==> src/rtl/tstc_pkg.sv <==
`default_nettype none

package tstc_pkg;

    // Number of points spanned by the recent-direction vector.
    localparam int HISTORY_DEPTH = 5;
    // Stored points before the latest one.
    localparam int HIST_LEN = HISTORY_DEPTH - 1;
    // Point counter saturates at HISTORY_DEPTH + 1.
    localparam int CNT_W = $clog2(HISTORY_DEPTH + 2);

    // Field and register widths.
    localparam int COORD_W = 16;
    localparam int DIFF_W = COORD_W + 1;
    localparam int SQ_W = 2 * COORD_W;
    localparam int LEN_W = SQ_W + 1;
    localparam int LEN_CFG_W = 12;
    localparam int TRIG_W = 17;
    localparam int CFG_W = 17;
    localparam int CFG_IDX_W = 2;
    localparam int Q16_SHIFT = 16;
    localparam int PROD_W = TRIG_W + LEN_W;
    localparam int XQ_W = SQ_W + Q16_SHIFT;
    localparam int MIN_SQ_W = 2 * LEN_CFG_W;

    // Queue between the front and back parts.
    localparam int QUEUE_DEPTH = 2;
    localparam int QPTR_W = (QUEUE_DEPTH > 1) ? $clog2(QUEUE_DEPTH) : 1;
    localparam int QCNT_W = $clog2(QUEUE_DEPTH + 1);

    // Register reset values.
    localparam logic [LEN_CFG_W-1:0] TAP_TOL_RST = LEN_CFG_W'(20);
    localparam logic [LEN_CFG_W-1:0] MIN_LEN_RST = LEN_CFG_W'(30);
    localparam logic [TRIG_W-1:0] COS_SQ_RST = TRIG_W'(55938);
    localparam logic [TRIG_W-1:0] SIN_SQ_RST = TRIG_W'(9598);

    typedef enum logic [CFG_IDX_W-1:0] {
        CFG_TAP_TOL = 2'd0,
        CFG_MIN_LEN = 2'd1,
        CFG_COS_SQ  = 2'd2,
        CFG_SIN_SQ  = 2'd3
    } t_cfg_idx;

    typedef enum logic [2:0] {
        DIR_UNKNOWN = 3'd0,
        DIR_RIGHT   = 3'd1,
        DIR_DOWN    = 3'd2,
        DIR_LEFT    = 3'd3,
        DIR_UP      = 3'd4
    } t_dir;

    typedef struct packed {
        logic [COORD_W-1:0] x;
        logic [COORD_W-1:0] y;
    } t_point;

    // Two's complement vector, one bit wider than a coordinate.
    typedef struct packed {
        logic [DIFF_W-1:0] dx;
        logic [DIFF_W-1:0] dy;
    } t_vec;

    // Word handed from the front part to the back part.
    typedef struct packed {
        logic still_tap;
        logic use_recent;
        t_vec ovr;
        t_vec rec;
    } t_qent;

    typedef struct packed {
        logic [LEN_CFG_W-1:0] min_len;
        logic [TRIG_W-1:0]    cos_sq;
        logic [TRIG_W-1:0]    sin_sq;
    } t_cls_cfg;

    typedef enum logic [2:0] {
        S_IDLE,
        S_SQ,
        S_SUM,
        S_MUL,
        S_DEC,
        S_OUT
    } t_bstate;

endpackage

`default_nettype wire

==> src/rtl/tstc_front.sv <==
`default_nettype none

module tstc_front (
    input  wire logic                                 i_clk,
    input  wire logic                                 i_rst_n,
    input  wire logic [tstc_pkg::LEN_CFG_W-1:0]       i_tap_tol,
    input  wire logic                                 i_valid,
    input  wire logic                                 i_full,
    input  wire logic                                 i_gesture_start,
    input  wire logic signed [tstc_pkg::COORD_W-1:0]  i_pos_x,
    input  wire logic signed [tstc_pkg::COORD_W-1:0]  i_pos_y,
    input  wire logic signed [tstc_pkg::COORD_W-1:0]  i_raw_x,
    input  wire logic signed [tstc_pkg::COORD_W-1:0]  i_raw_y,
    output tstc_pkg::t_qent                           o_ent,
    output logic                                      o_push
);

    tstc_pkg::t_point r_first_pos;
    tstc_pkg::t_point n_first_pos;
    tstc_pkg::t_point r_first_raw;
    tstc_pkg::t_point n_first_raw;
    tstc_pkg::t_point r_hist [tstc_pkg::HIST_LEN];
    logic r_tap;
    logic n_tap;
    logic [tstc_pkg::CNT_W-1:0] r_count;
    logic [tstc_pkg::CNT_W-1:0] n_count;

    logic [tstc_pkg::DIFF_W-1:0] w_rdx;
    logic [tstc_pkg::DIFF_W-1:0] w_rdy;
    logic [tstc_pkg::DIFF_W-1:0] w_rdx_abs;
    logic [tstc_pkg::DIFF_W-1:0] w_rdy_abs;
    logic w_exceed;
    logic w_accept;

    assign w_accept = i_valid && !i_full;
    assign o_push   = w_accept;

    // A gesture start replaces the reference points before anything is measured.
    always_comb begin
        n_first_pos = r_first_pos;
        n_first_raw = r_first_raw;
        if (i_gesture_start) begin
            n_first_pos = '{x: i_pos_x, y: i_pos_y};
            n_first_raw = '{x: i_raw_x, y: i_raw_y};
        end
    end

    // Per-axis raw distance from the first raw point against the tap tolerance.
    always_comb begin
        w_rdx = {i_raw_x[tstc_pkg::COORD_W-1], i_raw_x}
              - {n_first_raw.x[tstc_pkg::COORD_W-1], n_first_raw.x};
        w_rdy = {i_raw_y[tstc_pkg::COORD_W-1], i_raw_y}
              - {n_first_raw.y[tstc_pkg::COORD_W-1], n_first_raw.y};
        w_rdx_abs = w_rdx[tstc_pkg::DIFF_W-1] ? (~w_rdx + 1'b1) : w_rdx;
        w_rdy_abs = w_rdy[tstc_pkg::DIFF_W-1] ? (~w_rdy + 1'b1) : w_rdy;
        w_exceed = (w_rdx_abs > tstc_pkg::DIFF_W'(i_tap_tol))
                || (w_rdy_abs > tstc_pkg::DIFF_W'(i_tap_tol));
        n_tap = (i_gesture_start ? 1'b1 : r_tap) && !w_exceed;
    end

    // Point count restarts at one and saturates one past the history depth.
    always_comb begin
        if (i_gesture_start) begin
            n_count = tstc_pkg::CNT_W'(1);
        end else if (r_count < tstc_pkg::CNT_W'(tstc_pkg::HISTORY_DEPTH + 1)) begin
            n_count = r_count + 1'b1;
        end else begin
            n_count = r_count;
        end
    end

    // Vectors to the latest point, from the first point and from the oldest stored one.
    always_comb begin
        o_ent.still_tap  = n_tap;
        o_ent.use_recent = n_count > tstc_pkg::CNT_W'(tstc_pkg::HISTORY_DEPTH);
        o_ent.ovr.dx = {i_pos_x[tstc_pkg::COORD_W-1], i_pos_x}
                     - {n_first_pos.x[tstc_pkg::COORD_W-1], n_first_pos.x};
        o_ent.ovr.dy = {i_pos_y[tstc_pkg::COORD_W-1], i_pos_y}
                     - {n_first_pos.y[tstc_pkg::COORD_W-1], n_first_pos.y};
        o_ent.rec.dx = {i_pos_x[tstc_pkg::COORD_W-1], i_pos_x}
                     - {r_hist[tstc_pkg::HIST_LEN-1].x[tstc_pkg::COORD_W-1],
                        r_hist[tstc_pkg::HIST_LEN-1].x};
        o_ent.rec.dy = {i_pos_y[tstc_pkg::COORD_W-1], i_pos_y}
                     - {r_hist[tstc_pkg::HIST_LEN-1].y[tstc_pkg::COORD_W-1],
                        r_hist[tstc_pkg::HIST_LEN-1].y};
    end

    // Gesture state.
    always_ff @(posedge i_clk) begin
        if (!i_rst_n) begin
            r_first_pos <= '0;
            r_first_raw <= '0;
            r_tap       <= 1'b1;
            r_count     <= '0;
        end else if (w_accept) begin
            r_first_pos <= n_first_pos;
            r_first_raw <= n_first_raw;
            r_tap       <= n_tap;
            r_count     <= n_count;
        end
    end

    // Shift line of the latest points; entries are read only once written.
    always_ff @(posedge i_clk) begin
        if (w_accept) begin
            r_hist[0] <= '{x: i_pos_x, y: i_pos_y};
            for (int i = 1; i < tstc_pkg::HIST_LEN; i++) begin
                r_hist[i] <= r_hist[i-1];
            end
        end
    end

endmodule

`default_nettype wire

==> config.mk <==
export PLATFORM = sky130hd
export DESIGN_NAME = tstc_front
export DESIGN_NICKNAME = d
export VERILOG_FILES = /design/src/rtl/tstc_pkg.sv /design/src/rtl/tstc_front.sv
export SDC_FILE = /design/constraint.sdc
export NUM_CORES = 1
export LEC_CHECK = 0
export BUFFER_PORTS_ARGS = -buffer_cell sky130_fd_sc_hd__buf_2
export CAP_MARGIN = 5
export CORE_UTILIZATION = 60
export DETAILED_ROUTE_END_ITERATION = 16
export PLACE_DENSITY = 0.82
export SYNTH_ARGS = -nofsm -noshare
export SYNTH_HDL_FRONTEND = slang
export SYNTH_SLANG_ARGS = --single-unit
==> constraint.sdc <==
create_clock -name i_clk -period 6.85 [get_ports i_clk]
set_clock_uncertainty 0.1 [all_clocks]
set_input_delay 0.685 -clock i_clk [delete_from_list [all_inputs] [get_ports i_clk]]
set_output_delay 0.685 -clock i_clk [all_outputs]
set_load 0.01 [all_outputs]
* Yosys cells after proc, flatten, opt, wreduce, memory -nomap -nowiden *
Memories as Yosys holds them, arrays and structs flattened.
Index checks and enable logic that the tools add are counted.

storage, ports and cells
  bits in registers = 68
  bits in writable memories = 128
  input bits = 81
  output and inout bits = 71
  logic and storage cells = 36
  memories kept = 1

memory list
  memory  words  width  rd ports  clocked after Yosys merged registers in  wr ports  line              text
  r_hist  4      32     4         0                                        4         tstc_front.sv:22  tstc_pkg::t_point r_hist [tstc_pkg::HIST_LEN];

cells by class
  $add $sub $neg = 9
  magnitude comparators = 4
  mux-type cells = 9
  bitwise operators = 2
  reduce and logical (&&, ||, !) cells = 5

operator list
  cell                                           count
  subtractor 16 x 16 -> 17 bit                   6
  2-to-1 mux 32 bit                              2
  adder 17 x 1 -> 17 bit, second input constant  2
  > comparator 17 x 12 -> 1 bit                  2
  2-to-1 mux 17 bit                              2
  inverter 17 bit                                2
  2-to-1 mux 3 bit                               2
  adder 3 x 1 -> 3 bit, second input constant    1
  > comparator 3 bit, second input constant      1
  < comparator 3 bit, second input constant      1
  2-to-1 mux 1 bit                               3
  logical AND 1 bit                              2
  logical NOT 1 bit                              2
  logical OR 1 bit                               1

* Depth between registers and ports, before layout *
Gate-level depths: netlist of run 1.

  depth after elaboration = 9
  depth in mapped cells = 26
  depth with buffers taken out = 22

* Least setup slack after synthesis of run 1 *
No wires, ideal clock.

  path type = input-to-output
  from = input i_gesture_start
  to = output o_ent[69] in the netlist's numbering
  data arrival time = 5579 ps
  slack = 486 ps
  stages = 23
  path buffers = 4
  cells stage by stage = clkbuf_1 clkbuf_1 clkbuf_1 mux2i_1 ha_1 a21o_1 a221oi_4 o211ai_2 a31o_1 o21ba_1 o31ai_2 o21ai_0 xnor2_1 ha_1 nand4_1 nor2_1 nor2_1 a211oi_1 o311a_1 nor3_1 nand3_2 nor3_1 buf_4

on the way
  word-level cells in the longest chain between the ends = 9

ends and longest elaborated chain
  what                                                     line                                text
  from (decl)                                              tstc_front.sv:9                     input wire logic i_gesture_start,
  2-to-1 mux 32 bit                                        tstc_front.sv:42                    if (i_gesture_start) begin
  subtractor 16 x 16 -> 17 bit, on equally long branches   tstc_front.sv:51, tstc_front.sv:53
  inverter 17 bit, on equally long branches                tstc_front.sv:54, tstc_front.sv:55
  adder 17 x 1 -> 17 bit, on equally long branches         tstc_front.sv:54, tstc_front.sv:55
  2-to-1 mux 17 bit, on equally long branches              tstc_front.sv:54, tstc_front.sv:55
  > comparator 17 x 12 -> 1 bit, on equally long branches  tstc_front.sv:56, tstc_front.sv:57
  logical OR 1 bit                                         tstc_front.sv:57                    || (w_rdy_abs > tstc_pkg::DIFF_W'(i_tap_tol));
  logical NOT 1 bit                                        tstc_front.sv:58                    n_tap = (i_gesture_start ? 1'b1 : r_tap) && !w_exceed;
  logical AND 1 bit *                                      tstc_front.sv:58
  to (decl)                                                tstc_front.sv:14                    output tstc_pkg::t_qent o_ent,

Every way passes the cells marked *; elsewhere a longest branch is shown, timed or not.

==> qor.csv, run 1 <==
stage,metric,value,unit
global_route,grt_pass1_wl,45.4,mm
worst_setup_path,cp.arrival,5.53,ns
synthesis,synth_top_family_by_area,compound AO/OA/AOI/OAI gates,
finish,final_nets,1676,
synthesis,synth_nets,1530,
power_and_ir_drop,p_seq_share,39.4,%
cts,cts_buffer_depth,2,
power_and_ir_drop,power_density,231,nW/um^2
synthesis,synth_area_leaders,"edfxtp_1 30%, ha_1 12%, dfxtp_1 11%, nand2_1 5.1%, a21boi_0 4.9%",
synthesis,synthAdderAreaFrac,13.0,%
synthesis,synth_xor_xnor_area_share,5.33,%
global_route,antenna_found_initial,0,
worst_setup_path,cpPeakStageDelay,0.39,ns
cts,post_cts_buffers,0,
power_and_ir_drop,pwr-share-comb,29.0,%
synthesis,syn_area_per_cell,9.69,um^2
run_status,status,finished clean,
global_route,grt_pass1_vias,9565,
route,totalWireLength,27.6,mm
worst_setup_path,required,6.06,ns
power_and_ir_drop,vdd_drop_max,0.163,mV
worst_setup_path,timing.critical_path.cells,buf_4 -> buf_4 -> mux2i_1 -> ha_1 -> a21o_1 -> a221oi_4 -> o211ai_2 -> a31o_1 -> o21ba_1 -> o31a_1 -> nor2_1 -> xnor2_1 -> ha_1 -> a21oi_1 -> nor2b_1 -> o21ai_0 -> a211oi_1 -> o311a_1 -> nor3_1 -> nand3_2 -> nor3_1 -> buf_2,
placement,place_hpwl,20.1,mm
synthesis,synth_flop_cell,edfxtp_1,
floorplan,fp.coreArea,21000,um^2
cts,cts_tree,built,
global_route,grt-ovfl-total,0,
cts,cts.sinks,196,
cts,cts_buffers,17,
sta,worstMarginPinSlew,1.05,ns
synthesis,ys_types,80,
floorplan,die_h,148,um
synthesis,syn_area,12800,um^2
synthesis,yosysTopAreaCell,edfxtp_1,
route,vias_per_cell,5.72,
worst_setup_path,startpoint_type,input port,
worst_setup_path,critPathCaptureType,output port,
power_and_ir_drop,power.switching,1.09,mW
synthesis,synth_compound_area_share,16.3,%
worst_hold_path,min_path_type,reg -> reg,
finish,areaGrowthSynthToFinish,13.2,%
floorplan,rows,53,
sta,setup_viol,0,
cts,htreeDepth,4,
power_and_ir_drop,clockPowerShare,31.5,%
worst_setup_path,crit_slowest_cell,a221oi_4,
power_and_ir_drop,switching_share,32.7,%
synthesis,synth_seq_cells,196,
global_route,grt_util_all_layers,25.8,%
flow_run,cap_violations,0,
power_and_ir_drop,p_int,2.25,mW
sta,slew_violations,0,
synthesis,async_flop_share,0,%
cts,hold_buffers,0,
power_and_ir_drop,p_leak,6.10,nW
route,vias,10025,
synthesis,synth_edf_count,128,
worst_setup_path,worst-setup-path-type,in -> out,
sta,hold_viol,0,
route,drt-initial-drc-count,448,
placement,gp_congestion,0.886,
sta,relSlewSlack,29.8,%
sta,setup_tns,0,ns
route,drc,0,
cts,root_buffer,clkbuf_16,
cts,clk_pin_slew_worst_paths,0.07,ns
synthesis,yosys_warnings,0,
route,drtAntennaViolNets,0,
synthesis,synthSimpleGateAreaFrac,15.4,%
sta,final.period_utilization,92.1,%
synthesis,yosysTopAreaCellShare,30.1,%
placement,port_buffers,151,
sta,fmax,0.158,GHz
synthesis,syn_inst,1320,
finish,fillers,1603,
synthesis,ys_seq_area_share,40.7,%
floorplan,fp.dieW,148,um
global_route,grt_max_degree,83,
synthesis,synthMuxAreaShare,5.30,%
floorplan,die_area,21900,um^2
sta,rsz0062_at_grt,no,
sta,layout_min_cycle_time,6.31,ns
finish,antenna_cells,0,
route,dr.pass1.iters,5,
worst_setup_path,crit_fanout,14,
finish,drive_gt1_share,15.3,%
cts,clk_latency,0.45,ns
route,wl_per_cell,15.8,um
floorplan,pin_count,152,
floorplan,start_util,61.0,%
finish,fin_util,69.1,%
power groups by stage:
stage | Combinational, mW | Sequential [mW] | Clock, mW
after floorplan | 0.696 | 1.34 | 0
after global placement | 0.938 | 1.34 | 0
after detailed placement | 0.959 | 1.35 | 0
after CTS | 0.967 | 1.32 | 1.07
after global routing | 1.08 | 1.32 | 1.12
final | 0.971 | 1.32 | 1.06
synth_stat cells, drive strengths merged, types with 11 or more instances:
| cell | count |
|---|---|
| and3 | 17 |
| mux2i | 61 |
| a211oi | 11 |
| edfxtp | 128 |
| o21ai | 60 |
| nand2b | 13 |
| nor2b | 22 |
| ha | 123 |
| dfxtp | 68 |
| and2 | 12 |
| nor2 | 86 |
| nand3 | 18 |
| nor3 | 27 |
| a21oi | 54 |
| xor2 | 21 |
| inv | 100 |
| nand2 | 173 |
| a21boi | 84 |
| xnor2 | 56 |
| clkbuf | 25 |
| a31oi | 11 |
| a21o | 16 |
logic make-up after synthesis:
group,after synthesis
compound gates,301
simple gates,418
mux,67
buf+inv,132
fa+ha+maj,129
flops,196
xor+xnor,77
cell usage in the layout, fill, tap and decap left out, types with 13 or more instances in the layout:
cell type  instances
nand2_1          172
buf_2            150
edfxtp_1         128
ha_1             123
inv_1             99
nor2_1            86
a21boi_0          83
dfxtp_1           68
mux2i_1           61
xnor2_1           55
a21oi_1           53
o21ai_0           52
nor3_1            27
nor2b_1           22
xor2_1            21
and3_1            17
nand3_1           17
clkbuf_16         17
a21o_1            16
nand2b_1          13
sequential cells by signal, indices dropped and copies added, names as in the netlist:
name / flops
r_tap: 1
r_count: 3
r_first_pos: 32
r_hist: 128
r_first_raw: 32
critical path, delay by kind of cell:
| family | cells | cell delay (ns) |
|---|---|---|
| compound gates | 10 | 2.39 |
| xor+xnor | 1 | 0.14 |
| fa+ha+maj | 2 | 0.57 |
| buf+inv | 3 | 0.72 |
| mux | 1 | 0.21 |
| simple gates | 5 | 0.81 |
metal layers:
layer	vias up	routed length, um	GRT usage (%)
met3	44	1030	3.52
met5	-	0	0
met4	0	552	8.40
li1	5030	-	-
met1	4703	12600	33.7
met2	248	13500	44.2
final timing paths:
kind              slack, ns            start       endpoint  depth (start not counted)
setup / recovery       0.54  i_gesture_start      o_ent[69]                         22
hold / removal         0.31    r_hist[0][16]  r_hist[1][16]                          0
setup reg to reg       2.06   r_first_raw[0]          r_tap                         21
hold reg to reg        0.31    r_hist[0][16]  r_hist[1][16]                          0
cell type report:
cell class / count / area [um^2] / share of cell area, %
multi-input cells: 992 / 7100 / 49.0
repair buffers: 159 / 818 / 5.65
clock buffers: 17 / 425 / 2.94
flip-flops and latches: 196 / 5200 / 36.0
inverters: 100 / 378 / 2.61
well taps: 275 / 344 / 2.38
clock inverters: 15 / 209 / 1.44
metrics by stage:
stage	power [mW]	cell area (um^2)	setup WS (ns)	hold slack [ns]	instances
2_1_floorplan	2.04	12800	0.486	0.300	1320
3_3_place_gp	2.28	13800	0.558	0.301	1722
3_5_place_dp	2.31	13800	0.424	0.305	1722
4_1_cts	3.36	14500	0.411	0.316	1754
5_1_grt	3.52	14500	0.0211	0.319	1754
6_report	3.35	14500	0.539	0.309	1754
timing repair:
action                                  CTS  global route
endpoints found under the setup margin    0             1
hold endpoints to repair                  0             0
gates resized for setup                   0             1
Note: power is estimated with default switching activity, not from simulation.
==> run 2, diff against run 1 <==
CORE_ASPECT_RATIO = 1.75   (was unset)
CORE_UTILIZATION = 35   (was 60)
PLACE_DENSITY = unset   (was 0.82)
clock period = 7 ns   (was 6.85 ns; I/O delays follow)
==> run 2 against run 1 <==
- clock power hardly changed
- critical path type unchanged
- sequential share of layout area fell by 0.70 points
- via count decreased by 1.1%
- global-route usage fell by 9.0 points
- sequential cell count unchanged
- die area up 70%
- hold slack better by 0.0059 ns
==> qor.csv, run 2 (synthesized netlist as in run 1, its figures left out) <==
stage,metric,value,unit,change
route,wl_per_cell,15.8,um,about the same
worst_setup_path,crit_fanout,9,,-5
placement,placed_area,14100,um^2,+2.0%
placement,place_ws,0.643,ns,+0.220 ns
finish,instances_no_fill,1954,,+11%
sta,fmax,0.159,GHz,
finish,fillers,3531,,+120%
worst_setup_path,cp.arrival,5.47,ns,-0.06 ns
cts,htreeDepth,4,,unchanged
worst_setup_path,cpPeakStageDelay,0.43,ns,+0.04 ns
sta,setup_ws,0.730,ns,+0.190 ns
run_status,status,finished clean,,
floorplan,rows,92,,+74%
route,dr.pass1.iters,5,,unchanged
worst_setup_path,crit_family,compound AO/OA/AOI/OAI gates,,
power_and_ir_drop,switching_share,31.9,%,-0.77 points
power_and_ir_drop,pwr-share-comb,28.9,%,about the same
finish,final_nets,1680,,+0.24%
finish,most-common-layout-cells,"172 x nand2_1, 150 x buf_2, 128 x edfxtp_1",,
route,vias_per_cell,5.07,,-11%
cts,cts_resized,0,,unchanged
floorplan,start_util,35.5,%,-26 points
finish,largest_register_ffs,128,,unchanged
cts,hold_buffers,0,,unchanged
floorplan,die_h,255,um,+72%
route,drt-initial-drc-count,413,,-7.8%
cts,cts_buffer_depth,2,,unchanged
sta,setup_tns,0,ns,unchanged
global_route,grt_pass1_wl,48.8,mm,+7.7%
finish,top_register,r_hist,,
worst_hold_path,min_path_type,reg -> reg,,
cts,cts_tree,built,,
route,drtAntennaViolNets,0,,unchanged
worst_setup_path,critPathCaptureType,output port,,
global_route,grt_max_degree,77,,-7.2%
finish,design_area,14800,um^2,+2.0%
finish,final_common_cell,nand2_1,,
worst_setup_path,worst-setup-path-type,in -> out,,
flow_run,cap_violations,0,,unchanged
worst_setup_path,worst-path-buf-inv,3,,unchanged
route,vias,9910,,-1.1%
cts,clk_latency,0.45,ns,about the same
route,drc,0,,unchanged
finish,top_regs,"r_hist (128), r_first_pos (32), r_first_raw (32)",,
sta,relSlewSlack,35.1,%,+5.3 points
global_route,grt-ovfl-total,0,,unchanged
worst_setup_path,crit_slowest_cell,o31ai_2,,
sta,hold_viol,0,,unchanged
sta,rsz0062_at_grt,no,,
worst_setup_path,startpoint_type,input port,,
power_and_ir_drop,p_seq_share,38.7,%,-0.7 points
floorplan,fp.dieW,146,um,-1.0%
power_and_ir_drop,power.switching,1.06,mW,-2.6%
power_and_ir_drop,vdd_drop_max,0.175,mV,+7.1%
placement,gp_congestion,0.823,,-7.1%
worst_setup_path,timing.critical_path.cells,buf_4 -> buf_4 -> mux2i_1 -> ha_1 -> a21o_1 -> a221oi_4 -> o211ai_2 -> a31o_1 -> o21ba_1 -> o31ai_2 -> o21a_1 -> xor2_1 -> ha_1 -> nand4_1 -> or3_1 -> o311a_1 -> nor3_1 -> nand3_2 -> nor3_1 -> buf_2,,
cts,root_buffer,clkbuf_16,,
sta,setup_viol,0,,unchanged
sta,worstMarginPinSlew,0.973,ns,-0.0772 ns
power_and_ir_drop,p_int,2.27,mW,+0.84%
floorplan,fp.coreArea,36000,um^2,+72%
placement,port_buffers,151,,unchanged
worst_setup_path,required,6.20,ns,+0.14 ns
cts,cts_buffers,17,,unchanged
finish,multi_input_area,7090,um^2,-0.12%
placement,dp_cells,1921,,+12%
sta,slew_violations,0,,unchanged
finish,areaGrowthSynthToFinish,15.4,%,
global_route,grt_util_all_layers,16.8,%,-9.0 points
floorplan,pin_count,152,,unchanged
finish,seqCellArea,5200,um^2,unchanged
sta,final.period_utilization,89.6,%,
route,totalWireLength,30.8,mm,+11%
sta,layout_min_cycle_time,6.27,ns,
global_route,antenna_found_initial,3,,+3
finish,drive_gt1_share,15.6,%,+0.23 points
cts,clk_pin_slew_worst_paths,0.07,ns,about the same
power_and_ir_drop,clockPowerShare,32.4,%,+0.9 points
power_and_ir_drop,power_density,226,nW/um^2,-2.2%
global_route,grt_pass1_vias,9760,,+2.0%
placement,place_hpwl,23.5,mm,+17%
power_and_ir_drop,p_leak,6.14,nW,+0.59%
floorplan,die_area,37300,um^2,+70%
cts,cts.sinks,196,,unchanged
cts,post_cts_buffers,0,,unchanged
-- run 2: cell count changes in the layout (fill, tap and decap cells not counted), sizes merged --
cell and change:
bufinv +1, clkbuf +2, diode +1, buf +4, clkinv -4, inv +1
-- run 2: area by class of cell --
type	count	area share (%)
multi-input cells	992	48.0
flip-flops and latches	196	35.3
repair buffers	163	5.75
well taps	470	3.98
clock buffers	19	3.22
inverters	100	2.56
clock inverters	13	1.21
diodes	1	0.0170
-- run 2: worst reg2reg max path, cell delays in order (launching register included) --
cell	delay, ns
dfxtp_1	0.33
mux2_2	0.14
ha_1	0.14
inv_1	0.05
fa_1	0.40
a21o_1	0.22
a221oi_4	0.34
o211ai_2	0.14
a31o_1	0.25
o21ba_1	0.20
o31ai_2	0.43
o21a_1	0.21
xor2_1	0.07
ha_1	0.33
nand4_1	0.14
or3_1	0.43
o311a_1	0.16
nor3_1	0.25
nand3_2	0.12
o31ai_2	0.23
-- run 2: power by group through the flow --
| stage | Combinational, mW | Sequential [mW] | Clock, mW |
|---|---|---|---|
| 6_report | 0.963 | 1.29 | 1.08 |
| 5_1_grt | 1.08 | 1.29 | 1.15 |
| 4_1_cts | 0.973 | 1.29 | 1.12 |
| 3_5_place_dp | 0.968 | 1.32 | 0 |
| 3_3_place_gp | 0.957 | 1.32 | 0 |
| 2_1_floorplan | 0.681 | 1.32 | 0 |
-- run 2: layer usage --
metal | wire length [um] | global-route usage [%] | up-vias
li1 | - | - | 5020
met2 | 17200 | 33.4 | 161
met3 | 716 | 2.46 | 61
met4 | 1100 | 8.81 | 4
met5 | 27 | 0 | -
met1 | 11800 | 16.5 | 4664
-- run 2: worst paths after layout --
check	start	cells after the start	slack (ns)	end
worst max register to register	r_first_raw[0]	19	2.25	r_tap
worst min register to register	r_hist[2][21]	0	0.32	r_hist[3][21]
worst min-delay path	r_hist[2][21]	0	0.32	r_hist[3][21]
worst max-delay path	i_gesture_start	20	0.73	o_ent[69]
-- run 2: metrics by stage --
step                      power, mW  hold WS (ns)  util (%)
after floorplan                2.00         0.300         -
after global placement         2.27         0.301      39.2
after detailed placement       2.28         0.305      39.2
after CTS                      3.39         0.317      41.0
after global routing           3.53         0.320      41.0
final                          3.34         0.315      41.0
==> run 3, diff against run 2 <==
--- a/config.mk
+++ b/config.mk
@@ -10,2 +10,3 @@
 export CORE_ASPECT_RATIO = 1.75
+export CORE_MARGIN = 8
 export CORE_UTILIZATION = 35
--- a/constraint.sdc
+++ b/constraint.sdc
@@ -4,2 +4,2 @@
 set_output_delay 0.7 -clock i_clk [all_outputs]
-set_load 0.01 [all_outputs]
+set_load 0.05 [all_outputs]
==> run 3 against run 2 <==
- power rose by 4.9%
- first-iteration DRC count down 31%
- non-clock buffer count decreased by 2
- sequential share of layout area is 0.13 points higher
- sequential power hardly changed
- clock power down 6%
- core utilization down 0.15 points
- global-route usage shrank 1.9 points
- worst setup slack got worse by 0.26 ns
- via count is 0.30% higher
- critical endpoint unchanged
- register-to-register slack worse by 0.05 ns
- final cell count fell by 0.15%
==> qor.csv, run 3 (synthesized netlist as in run 1, its figures left out) <==
stage,metric,value,unit,change
global_route,grt_util_all_layers,14.9,%,-1.9 points
route,drt-initial-drc-count,283,,-31%
finish,final_common_cell,nand2_1,,
flow_run,cap_violations,0,,unchanged
placement,port_buffers,151,,unchanged
global_route,grt_max_degree,70,,-9.1%
cts,cts_buffer_depth,2,,unchanged
route,drtAntennaViolNets,0,,unchanged
cts,root_buffer,clkbuf_16,,
worst_setup_path,r2r_cells,21,,+2
route,vias,9940,,+0.30%
sta,setup_viol,0,,unchanged
power_and_ir_drop,p_leak,6.11,nW,-0.43%
worst_setup_path,worst-setup-path-type,in -> out,,
finish,final_nets,1678,,-0.12%
cts,clk_pin_slew_worst_paths,0.07,ns,about the same
cts,htreeDepth,4,,unchanged
floorplan,start_util,35.5,%,unchanged
run_status,status,finished clean,,
power_and_ir_drop,power_density,238,nW/um^2,+5.2%
global_route,grt_pass1_vias,10220,,+4.7%
sta,relSlewSlack,40.1,%,+5.0 points
worst_setup_path,cp.arrival,5.73,ns,+0.26 ns
finish,drive_gt1_share,15.5,%,-0.11 points
worst_setup_path,cpPeakStageDelay,0.69,ns,+0.26 ns
sta,hold_viol,0,,unchanged
finish,top_register,r_hist,,
worst_setup_path,critPathCaptureType,output port,,
cts,cts.sinks,196,,unchanged
sta,slew_violations,0,,unchanged
floorplan,fp.dieW,160,um,+9.6%
sta,setup_ws,0.473,ns,-0.257 ns
worst_setup_path,timing.critical_path.cells,buf_4 -> buf_4 -> mux2i_1 -> ha_1 -> and2_1 -> a22oi_1 -> nand2b_1 -> o21bai_1 -> a21oi_1 -> a21boi_1 -> a21oi_1 -> xnor2_1 -> ha_1 -> and3_1 -> nand3_1 -> a21oi_1 -> o21ai_0 -> a21oi_1 -> nor3_1 -> nand3_2 -> nor3_1 -> buf_2,,
floorplan,rows,92,,unchanged
worst_hold_path,hold_start,r_hist[1][20],,
sta,worstMarginPinSlew,0.897,ns,-0.0763 ns
finish,top_regs,"r_hist (128), r_first_pos (32), r_first_raw (32)",,
finish,fillers,3556,,+0.71%
power_and_ir_drop,vdd_drop_max,0.166,mV,-5.2%
sta,setup_tns,0,ns,unchanged
worst_setup_path,startpoint_type,input port,,
route,dr.pass1.iters,5,,unchanged
finish,most-common-layout-cells,"172 x nand2_1, 150 x buf_2, 128 x edfxtp_1",,
cts,cts_buffers,17,,unchanged
worst_setup_path,r2r-end,r_tap,,
floorplan,die_area,43200,um^2,+16%
floorplan,fp.coreArea,36000,um^2,unchanged
route,totalWireLength,31.7,mm,+3.0%
global_route,antenna_found_initial,0,,-3
worst_setup_path,required,6.20,ns,about the same
route,wl_per_cell,16.3,um,+3.2%
sta,layout_min_cycle_time,6.53,ns,+0.257 ns
worst_setup_path,worst-path-buf-inv,3,,unchanged
sta,rsz0062_at_grt,no,,
worst_setup_path,crit_family,compound AO/OA/AOI/OAI gates,,
placement,place_hpwl,24.5,mm,+4.5%
worst_setup_path,worst_path_most_repeated_cell,a21oi_1,,
cts,post_cts_buffers,0,,unchanged
sta,hold_slack,0.314,ns,-0.00162 ns
sta,fmax,0.153,GHz,-3.9%
finish,largest_register_ffs,128,,unchanged
sta,final.period_utilization,93.2,%,+3.7 points
route,vias_per_cell,5.09,,+0.46%
global_route,grt-ovfl-total,0,,unchanged
placement,gp_congestion,0.843,,+2.4%
cts,cts_tree,built,,
worst_setup_path,crit_slowest_cell,a21boi_1,,
worst_hold_path,min_path_type,reg -> reg,,
finish,antenna_cells,0,,-1
finish,areaGrowthSynthToFinish,15.0,%,
placement,place_ws,0.290,ns,-0.353 ns
worst_setup_path,crit_fanout,30,,+21
cts,clk_latency,0.44,ns,about the same
worst_hold_path,whs_path_depth,0,,unchanged
worst_setup_path,r2r_start,r_first_raw[0],,
floorplan,die_h,269,um,+5.5%
worst_setup_path,r2r_setup_slack,2.20,ns,-0.05 ns
route,drc,0,,unchanged
floorplan,pin_count,152,,unchanged
global_route,grt_pass1_wl,51.5,mm,+5.5%
worst_hold_path,worstHoldEndpoint,r_hist[2][20],,
run 3: cell types whose count changed in the layout (fill, tap and decap cells not counted), moves of 2 or more:
cell | previous run | this run
buf_4 | 13 | 11
clkbuf_16 | 19 | 17
clkbuf_8 | 0 | 2
inv_6 | 2 | 4
run 3: worst reg2reg max path: stages (launching register included):
cell,delay [ns]
dfxtp_1,0.33
mux2_2,0.14
ha_1,0.15
inv_1,0.05
fa_1,0.40
a21o_1,0.22
a221oi_4,0.34
o211ai_2,0.14
a31o_1,0.25
o21ba_1,0.22
o31a_1,0.40
nor2_1,0.16
xnor2_1,0.14
ha_1,0.27
a21oi_1,0.16
nor2b_1,0.07
o21ai_0,0.16
a211oi_1,0.10
o311a_1,0.34
nor3_1,0.25
nand3_2,0.12
o31ai_2,0.24
run 3: report_power, final:
part           total, mW  internal (mW)  switching, mW  leakage, nW
registers           1.29           1.28         0.0138         1.75
logic               1.19          0.408          0.787         4.05
clock network       1.01          0.530          0.481        0.302
run 3: through the flow:
step / util, % / std cells / power (mW) / cell area, um^2
2_1_floorplan: - / 1320 / 2.22 / 12800
3_3_place_gp: 39.1 / 1919 / 2.51 / 14100
3_5_place_dp: 39.1 / 1919 / 2.52 / 14100
4_1_cts: 40.8 / 1951 / 3.55 / 14700
5_1_grt: 40.8 / 1951 / 3.69 / 14700
6_report: 40.8 / 1951 / 3.50 / 14700
run 3: what timing repair did:
action	CTS	global route
resized for setup	0	1
endpoints found under the setup margin	0	1
hold buffers	0	0
run 3: how the worst max path moves through the flow:
stage	from	to	slack, ns	cells past startpoint
3_5_place_dp	i_gesture_start	o_ent[69]	0.29	23
6_report	i_gesture_start	o_ent[69]	0.47	22
4_1_cts	i_gesture_start	o_ent[69]	0.27	23
5_1_grt	i_gesture_start	o_ent[69]	0.12	23
3_3_place_gp	i_gesture_start	o_ent[69]	0.32	23
2_1_floorplan	i_gesture_start	o_ent[69]	0.53	23
run 3: layer usage:
| metal | vias to the layer above | share of wire, % | track usage, % |
|---|---|---|---|
| li1 | 5016 | - | - |
| met1 | 4746 | 38 | 14.4 |
| met2 | 137 | 57 | 30.3 |
| met3 | 41 | 2.9 | 2.66 |
| met4 | 0 | 2.4 | 5.78 |
| met5 | - | 0 | 0 |
run 3: cell type report:
cell class	count	area, um^2	share of cell area (%)
multi-input cells	992	7100	48.2
inverters	100	378	2.57
repair buffers	161	833	5.67
clock buffers	19	453	3.08
clock inverters	13	156	1.06
well taps	470	588	4.00
flip-flops and latches	196	5200	35.4
